[src/rtl/core/lcgx_pkg.sv]
// Shared constants, types and generator functions for the LCG keystream descrambler.
`timescale 1ns / 1ps
`default_nettype none
package lcgx_pkg;

	localparam int unsigned BYTE_W = 8;
	localparam int unsigned GEN_W  = 32;
	localparam int unsigned POS_W  = 4;
	localparam int unsigned KEY_W  = 3;
	localparam int unsigned PH5_W  = 3;

	localparam logic [GEN_W-1:0] LCG_MUL = 32'h0003_43FD;
	localparam logic [GEN_W-1:0] LCG_INC = 32'h0026_9EC3;

	// Byte offsets inside a buffer.
	localparam logic [POS_W-1:0] SEED_EVERY_POS  = 4'd0;
	localparam logic [POS_W-1:0] SEED_FIFTH_POS  = 4'd6;
	localparam logic [POS_W-1:0] SEED_SECOND_POS = 4'd8;
	localparam logic [POS_W-1:0] START_OFF       = 4'd10;

	localparam logic [PH5_W-1:0] FIFTH_LAST = 3'd4;

	// Key bits taken from each generator value.
	localparam int unsigned KEY_LSB = 28;

	typedef struct packed {
		logic [BYTE_W-1:0] data;
		logic              last;
	} lcgx_beat_t;

	function automatic logic [GEN_W-1:0] lcg_next(input logic [GEN_W-1:0] g);
		lcg_next = GEN_W'(g * LCG_MUL + LCG_INC);
	endfunction

	function automatic logic [KEY_W-1:0] lcg_key(input logic [GEN_W-1:0] g);
		lcg_key = g[KEY_LSB +: KEY_W];
	endfunction

endpackage
`default_nettype wire

[src/rtl/core/lcgx_if.sv]
// Valid/ready stream interfaces for the scrambled and descrambled byte channels.
`timescale 1ns / 1ps
`default_nettype none
interface lcgx_in_if;
	logic       valid;
	logic       ready;
	logic [7:0] data_byte;
	logic       last_in_buffer;

	modport source (output valid, output data_byte, output last_in_buffer, input ready);
	modport sink   (input valid, input data_byte, input last_in_buffer, output ready);
endinterface

interface lcgx_out_if;
	logic       valid;
	logic       ready;
	logic [7:0] out_byte;
	logic       out_last;

	modport source (output valid, output out_byte, output out_last, input ready);
	modport sink   (input valid, input out_byte, input out_last, output ready);
endinterface
`default_nettype wire

[src/rtl/core/lcg_keystream_xor_descrambler.sv]
// Top level of the LCG keystream XOR descrambler: input register, key merge, result register.
//
// Usage:
//  - scrambled (sink): one beat per buffer byte, data_byte plus last_in_buffer,
//    which marks the final byte; the following beat opens a new buffer.
//  - descrambled (source): one beat per input beat, in order, out_byte is the
//    descrambled byte and out_last copies the marker.
//  - Bytes 0, 6 and 8 of a buffer seed three 32-bit generators; bytes 0..9 pass
//    through unchanged, from byte 10 on each byte is XORed with the merged keys.
//  - Path: the input beat passes the input register, then the result register, to
//    the output beat. Throughput: one byte per cycle while descrambled is ready;
//    the generator update is one 32x18 constant multiply-add per generator, fed back as it steps.
//  - Stall: while descrambled is held off, the result register keeps its beat and
//    the input register takes one more; ready drops only when both are full.
//  - Reset (arst_n low): drop both registers, clear the generators and phases;
//    the first beat after reset is byte 0 of a buffer.
`timescale 1ns / 1ps
`default_nettype none
module lcg_keystream_xor_descrambler
	import lcgx_pkg::*;
(
	input wire logic   clk,
	input wire logic   arst_n,
	lcgx_in_if.sink    scrambled,
	lcgx_out_if.source descrambled
);

	// Stage 1: input register
	logic        valid_s1;
	lcgx_beat_t  beat_s1;
	// Stage 2: result register
	logic              valid_s2;
	logic [BYTE_W-1:0] byte_s2;
	logic              last_s2;

	logic              advance;
	logic              take;
	logic [BYTE_W-1:0] res;

	// Move stage 1 forward when the result register is empty or being drained.
	assign advance = valid_s1 && (!valid_s2 || descrambled.ready);
	assign scrambled.ready = !valid_s1 || advance;
	assign take = scrambled.valid && scrambled.ready;

	lcgx_keystream u_keystream (
		.clk    (clk),
		.arst_n (arst_n),
		.step   (advance),
		.beat   (beat_s1),
		.res    (res)
	);

	always_ff @(posedge clk or negedge arst_n) begin
		if (!arst_n) begin
			valid_s1 <= 1'b0;
			valid_s2 <= 1'b0;
		end else begin
			if (take) begin
				valid_s1 <= 1'b1;
			end else if (advance) begin
				valid_s1 <= 1'b0;
			end
			if (advance) begin
				valid_s2 <= 1'b1;
			end else if (descrambled.ready) begin
				valid_s2 <= 1'b0;
			end
		end
	end

	// Payload registers: load only on a beat, hold otherwise.
	always_ff @(posedge clk) begin
		if (take) begin
			beat_s1.data <= scrambled.data_byte;
			beat_s1.last <= scrambled.last_in_buffer;
		end
		if (advance) begin
			byte_s2 <= res;
			last_s2 <= beat_s1.last;
		end
	end

	assign descrambled.valid    = valid_s2;
	assign descrambled.out_byte = byte_s2;
	assign descrambled.out_last = last_s2;

endmodule
`default_nettype wire

[src/rtl/core/lcgx_keystream.sv]
// Generator state, seeding and per-byte key merge of the descrambler.
`timescale 1ns / 1ps
`default_nettype none
module lcgx_keystream
	import lcgx_pkg::*;
(
	input  wire logic              clk,
	input  wire logic              arst_n,
	input  wire logic              step,
	input  wire lcgx_beat_t        beat,
	output logic      [BYTE_W-1:0] res
);

	logic [POS_W-1:0] pos_q;
	logic [GEN_W-1:0] gen_every_q;
	logic [GEN_W-1:0] gen_second_q;
	logic [GEN_W-1:0] gen_fifth_q;
	logic             even_q;
	logic [PH5_W-1:0] fifth_q;

	logic [GEN_W-1:0] every_nx;
	logic [GEN_W-1:0] second_nx;
	logic [GEN_W-1:0] fifth_nx;
	logic             scramble;
	logic [KEY_W-1:0] key;

	assign scramble  = (pos_q >= START_OFF);
	assign every_nx  = lcg_next(gen_every_q);
	assign second_nx = lcg_next(gen_second_q);
	assign fifth_nx  = lcg_next(gen_fifth_q);

	always_comb begin
		key = lcg_key(every_nx);
		if (!even_q) begin
			key = key ^ lcg_key(second_nx);
		end
		if (fifth_q == '0) begin
			key = key ^ lcg_key(fifth_nx);
		end
		res = scramble ? (beat.data ^ {{(BYTE_W-KEY_W){1'b0}}, key}) : beat.data;
	end

	always_ff @(posedge clk or negedge arst_n) begin
		if (!arst_n) begin
			pos_q        <= '0;
			gen_every_q  <= '0;
			gen_second_q <= '0;
			gen_fifth_q  <= '0;
			even_q       <= 1'b0;
			fifth_q      <= '0;
		end else if (step) begin
			if (beat.last) begin
				// end of buffer: start the next one from scratch
				pos_q        <= '0;
				gen_every_q  <= '0;
				gen_second_q <= '0;
				gen_fifth_q  <= '0;
				even_q       <= 1'b0;
				fifth_q      <= '0;
			end else if (!scramble) begin
				unique case (pos_q)
					SEED_EVERY_POS:  gen_every_q  <= {{(GEN_W-BYTE_W){1'b0}}, beat.data};
					SEED_FIFTH_POS:  gen_fifth_q  <= {{(GEN_W-BYTE_W){1'b0}}, beat.data};
					SEED_SECOND_POS: gen_second_q <= {{(GEN_W-BYTE_W){1'b0}}, beat.data};
					default: ;
				endcase
				pos_q <= pos_q + POS_W'(1);
			end else begin
				gen_every_q <= every_nx;
				if (!even_q) begin
					gen_second_q <= second_nx;
				end
				even_q <= ~even_q;
				if (fifth_q == '0) begin
					gen_fifth_q <= fifth_nx;
				end
				fifth_q <= (fifth_q >= FIFTH_LAST) ? '0 : fifth_q + PH5_W'(1);
			end
		end
	end

endmodule
`default_nettype wire

[src/flat_wrapper.sv]
// flat-port wrapper written by rule: the top's interface ports become plain ports
module lcg_keystream_xor_descrambler_flat import lcgx_pkg::*;
  (clk, arst_n, scrambled_valid, scrambled_data_byte, scrambled_last_in_buffer, scrambled_ready, descrambled_valid, descrambled_out_byte, descrambled_out_last, descrambled_ready);
  lcgx_in_if scrambled_i ();
  lcgx_out_if descrambled_i ();
  input wire logic clk;
  input wire logic arst_n;
  input wire logic [$bits(scrambled_i.valid)-1:0] scrambled_valid;
  input wire logic [$bits(scrambled_i.data_byte)-1:0] scrambled_data_byte;
  input wire logic [$bits(scrambled_i.last_in_buffer)-1:0] scrambled_last_in_buffer;
  output wire logic [$bits(scrambled_i.ready)-1:0] scrambled_ready;
  output wire logic [$bits(descrambled_i.valid)-1:0] descrambled_valid;
  output wire logic [$bits(descrambled_i.out_byte)-1:0] descrambled_out_byte;
  output wire logic [$bits(descrambled_i.out_last)-1:0] descrambled_out_last;
  input wire logic [$bits(descrambled_i.ready)-1:0] descrambled_ready;
  assign scrambled_i.valid = scrambled_valid;
  assign scrambled_i.data_byte = scrambled_data_byte;
  assign scrambled_i.last_in_buffer = scrambled_last_in_buffer;
  assign scrambled_ready = scrambled_i.ready;
  assign descrambled_valid = descrambled_i.valid;
  assign descrambled_out_byte = descrambled_i.out_byte;
  assign descrambled_out_last = descrambled_i.out_last;
  assign descrambled_i.ready = descrambled_ready;
  lcg_keystream_xor_descrambler u_core (.clk(clk), .arst_n(arst_n), .scrambled(scrambled_i), .descrambled(descrambled_i));
endmodule
[config.mk]
export PLATFORM = sky130hd
export DESIGN_NAME = lcg_keystream_xor_descrambler_flat
export DESIGN_NICKNAME = d
export VERILOG_FILES = /design/src/rtl/core/lcgx_pkg.sv /design/src/rtl/core/lcgx_if.sv /design/src/rtl/core/lcg_keystream_xor_descrambler.sv /design/src/rtl/core/lcgx_keystream.sv /design/src/flat_wrapper.sv
export SDC_FILE = /design/constraint.sdc
export NUM_CORES = 2
export LEC_CHECK = 0
export BUFFER_PORTS_ARGS = -buffer_cell sky130_fd_sc_hd__buf_2
export CORE_ASPECT_RATIO = 0.8
export CORE_MARGIN = 8
export CORE_UTILIZATION = 60
export CTS_BUF_LIST = sky130_fd_sc_hd__clkbuf_4 sky130_fd_sc_hd__clkbuf_8 sky130_fd_sc_hd__clkbuf_16
export DETAILED_ROUTE_END_ITERATION = 8
export PLACE_DENSITY = 0.78
export SYNTH_ARGS = -nofsm -noshare
export SYNTH_HDL_FRONTEND = slang
export SYNTH_SLANG_ARGS = --single-unit
[constraint.sdc]
create_clock -name clk -period 6.6 [get_ports clk]
set_clock_uncertainty 0.2 [all_clocks]
set_input_delay 0.66 -clock clk [delete_from_list [all_inputs] [get_ports clk]]
set_output_delay 0.66 -clock clk [all_outputs]
set_load 0.005 [all_outputs]
==> run metrics <==
result of the run finished with violations; violated checks hold timing, setup timing; number of hold-slack violations in the final timing report 3; clock latency reported for the late side of the worst-skew pair approximately 0.47 ns; FP Rows 70; Seq cells post-synth 121; wire length on met1 30.9 mm; worst path arrival time 6.63 ns; final net count 4024; wire length of the first global-routing pass roughly 120 mm; gp weighted congestion 0.991; total wirelength of the detailed-routed design ~71 mm; H-tree depth reported by CTS 4; Clock Sink Count 121; count of nets left with antenna violations after detail routing 0; Async SR Flop Fraction between 80% and 90%; worst hold slack -0.00440 ns; leading cell type by number of instances after synthesis sky130_fd_sc_hd__inv_1; antenna violations before repair 0; setup repair after global routing missed its margin true; flip-flop and latch area approximately 3100 um2; Crit Path Class reg -> reg; share of the synthesized area in the top cell type 38.3%; most numerous cell types in the synthesized netlist sky130_fd_sc_hd__inv_1, sky130_fd_sc_hd__fa_1, sky130_fd_sc_hd__ha_1; crit path setup slack, layout -0.0188 ns; die area about 53000 um2; headroom to the max-slew limit 36.9%; clock buffers created by TritonCTS 17; Hold Crit Class in -> async; final setup fails 1; total I/O pin count 24; via/cell ratio 5.44; top layer used by detailed routing met4; sequential cell area fraction in the yosys report about 11%; final instance area 30900 um2; count of buffers inserted at the top-level ports 23; number of distinct library cells after synthesis 76; maximum fanout along the worst path 4; total congestion overflow 0; hold bufs inserted after CTS 0; startpoint type of the worst setup path flip-flop; number of synthesized flops with an enable pin 18; cell count after synthesis 2875; HPWL reported at the end of detailed placement 59.5 mm; Max Fclk 0.151 GHz; Ys Warns 0; detailed-routed wire length on met2 33.0 mm; dominant register cell in the synthesized netlist sky130_fd_sc_hd__dfrtp_1; buffer levels on the longest clock path 2; area of the multi-input gates 21000 um2; ratio of cells with drive above 1 in the final layout 12.2%; CTS tree done; cell area after technology mapping 27700 um2; synthesized net count 3820; # DRC 0; Placed Instance Area 29700 um2; Worst setup EP type flip-flop; height of the die 208 um; clock slew seen by the registers of the worst setup and hold paths 0.06 ns; vias in the first global route 22000; pin count of the biggest net entering global routing 67; via count 20100; Met3 Routed Length approximately 5.4 mm; average footprint of a synthesized cell between 9 and 10 um2; DRC marker count from the first detailed-route iteration around 1800; cell at the root of the clock tree sky130_fd_sc_hd__clkbuf_16; Final Slew Violations 0; ranking of synthesized cells by area sky130_fd_sc_hd__fa_1, sky130_fd_sc_hd__ha_1, sky130_fd_sc_hd__inv_1; core area 45600 um2; critical path data required time 6.61 ns; cell taking the most area after synthesis sky130_fd_sc_hd__fa_1; Antenna diodes 0; worst-margin pin slew 0.946 ns; time the worst path needs with I/O delays and setup 6.62 ns; maximum capacitance violations 0; part of the cycle the worst path needs 100%; Initial Util about 61%; number of fill cells 3310; width of the die 256 um; post-synthesis to final-layout area growth 11.6%; per-cell routed wire length 19.2 um; count of TritonRoute iterations in the first routing pass 5; total global routing track utilization 27.1%
==> metrics by stage <==
step	hold WS, ns	setup slack (ns)	TNS (ns)	instances	util, %
global placement	0.230	-0.0200	-0.0200	3639	65.1
finish	-0.00440	-0.0188	-0.0188	3704	67.8
CTS	0.00659	-0.0356	-0.0356	3672	66.5
floorplan	0.164	0.112	0	2875	-
global route	0.0329	-0.219	-0.447	3704	67.8
detailed placement	0.237	-0.158	-0.163	3639	65.1
==> logic make-up (layout without fill, tap and decap cells) <==
family,after synthesis,count (layout),share of synthesized area [%]
buf+inv,1053,1270,14.3
fa+ha+maj,934,934,56.5
compound gates,373,373,8.71
simple gates,226,226,3.76
xor+xnor,161,161,5.23
flops,121,121,11.2
mux,7,7,0.257
==> final timing paths <==
check / start / end / slack, ns / cells past startpoint
worst max-delay path: u_core.u_keystream.gen_every_q[7] / u_core.descrambled.out_byte[2] / -0.02 / 24
worst min-delay path: arst_n / u_core.u_keystream.gen_every_q[13] / -0.004 / 1
worst max register to register: u_core.u_keystream.gen_every_q[7] / u_core.descrambled.out_byte[2] / -0.02 / 24
worst min register to register: u_core.beat_s1[8] / u_core.descrambled.out_byte[7] / 0.24 / 0
max in group asynchronous: arst_n / u_core.u_keystream.gen_fifth_q[5] / 4.75 / 2
min in group clk: scrambled_data_byte[6] / u_core.beat_s1[7] / 0.17 / 1
==> worst max-delay path, stage by stage (launching register included) <==
cell and delay (ns):
sky130_fd_sc_hd__dfrtp_2 0.46, sky130_fd_sc_hd__fa_1 0.59, sky130_fd_sc_hd__inv_2 0.07, sky130_fd_sc_hd__fa_1 0.56
sky130_fd_sc_hd__inv_1 0.05, sky130_fd_sc_hd__ha_1 0.28, sky130_fd_sc_hd__inv_2 0.04, sky130_fd_sc_hd__fa_1 0.51
sky130_fd_sc_hd__inv_2 0.06, sky130_fd_sc_hd__fa_1 0.54, sky130_fd_sc_hd__inv_1 0.06, sky130_fd_sc_hd__fa_1 0.50
sky130_fd_sc_hd__inv_2 0.05, sky130_fd_sc_hd__ha_4 0.27, sky130_fd_sc_hd__o211ai_1 0.09, sky130_fd_sc_hd__o211ai_1 0.31
sky130_fd_sc_hd__a221o_1 0.21, sky130_fd_sc_hd__o21bai_4 0.09, sky130_fd_sc_hd__a211o_1 0.31, sky130_fd_sc_hd__a31o_4 0.24
sky130_fd_sc_hd__a211oi_2 0.18, sky130_fd_sc_hd__buf_4 0.16, sky130_fd_sc_hd__xnor3_1 0.37, sky130_fd_sc_hd__nand2_1 0.09
sky130_fd_sc_hd__xnor2_1 0.08
==> state kept, by name, indices dropped and copies added (netlist names) <==
| signal | flops |
|---|---|
| u_core.beat_s1 | 9 |
| u_core.descrambled.valid | 1 |
| u_core.u_keystream.gen_every_q | 31 |
| u_core.descrambled.out_last | 1 |
| u_core.descrambled.out_byte | 8 |
| u_core.valid_s1 | 1 |
| u_core.u_keystream.gen_fifth_q | 31 |
| u_core.u_keystream.fifth_q | 3 |
| u_core.u_keystream.even_q | 1 |
| u_core.u_keystream.gen_second_q | 31 |
| u_core.u_keystream.pos_q | 4 |
==> placed cells by master, fill, tap and decap left out, types with 11 or more instances in the layout <==
| master | Yosys | final |
|---|---|---|
| sky130_fd_sc_hd__dfrtp_1 | 103 | 78 |
| sky130_fd_sc_hd__o21a_1 | 11 | 11 |
| sky130_fd_sc_hd__nor2_1 | 50 | 46 |
| sky130_fd_sc_hd__edfxtp_1 | 18 | 18 |
| sky130_fd_sc_hd__and2_1 | 11 | 11 |
| sky130_fd_sc_hd__dfrtp_2 | 0 | 25 |
| sky130_fd_sc_hd__o22ai_1 | 25 | 25 |
| sky130_fd_sc_hd__ha_1 | 401 | 387 |
| sky130_fd_sc_hd__xnor2_1 | 115 | 115 |
| sky130_fd_sc_hd__fa_1 | 531 | 521 |
| sky130_fd_sc_hd__a22o_1 | 15 | 15 |
| sky130_fd_sc_hd__nand2_1 | 91 | 90 |
| sky130_fd_sc_hd__o21bai_1 | 18 | 17 |
| sky130_fd_sc_hd__buf_4 | 1 | 189 |
| sky130_fd_sc_hd__o21ai_0 | 90 | 82 |
| sky130_fd_sc_hd__a21oi_2 | 1 | 12 |
| sky130_fd_sc_hd__inv_2 | 0 | 22 |
| sky130_fd_sc_hd__buf_2 | 2 | 22 |
| sky130_fd_sc_hd__nor3_1 | 16 | 14 |
| sky130_fd_sc_hd__a21oi_1 | 95 | 83 |
| sky130_fd_sc_hd__xor2_1 | 43 | 42 |
| sky130_fd_sc_hd__inv_1 | 1024 | 1001 |
| sky130_fd_sc_hd__clkbuf_16 | 0 | 17 |
| sky130_fd_sc_hd__a21o_1 | 44 | 44 |
==> metal layers <==
metal	up-vias	GRT usage, %
met5	-	0
met3	131	5.03
met2	756	42.9
met1	10200	38.4
met4	0	6.76
li1	9031	-
==> timing repair <==
action,in CTS,in global routing
setup endpoints to repair,4,8
resized for setup,11,119
setup buffers,1,32
pin swaps,3,52
==> area by class of cell <==
class / instances / share of cell area [%]
Clock inverter: 15 / 0.582
Clock buffer: 17 / 1.37
Sequential cell: 121 / 10.2
Timing Repair Buffer: 213 / 5.01
Inverter: 1025 / 12.4
Tap cell: 612 / 2.47
Multi-Input combinational cell: 1701 / 67.9
Power is left out: the tool's default activity adds up to more than one toggle a clock period on the data nets, which glitch-free logic cannot reach.
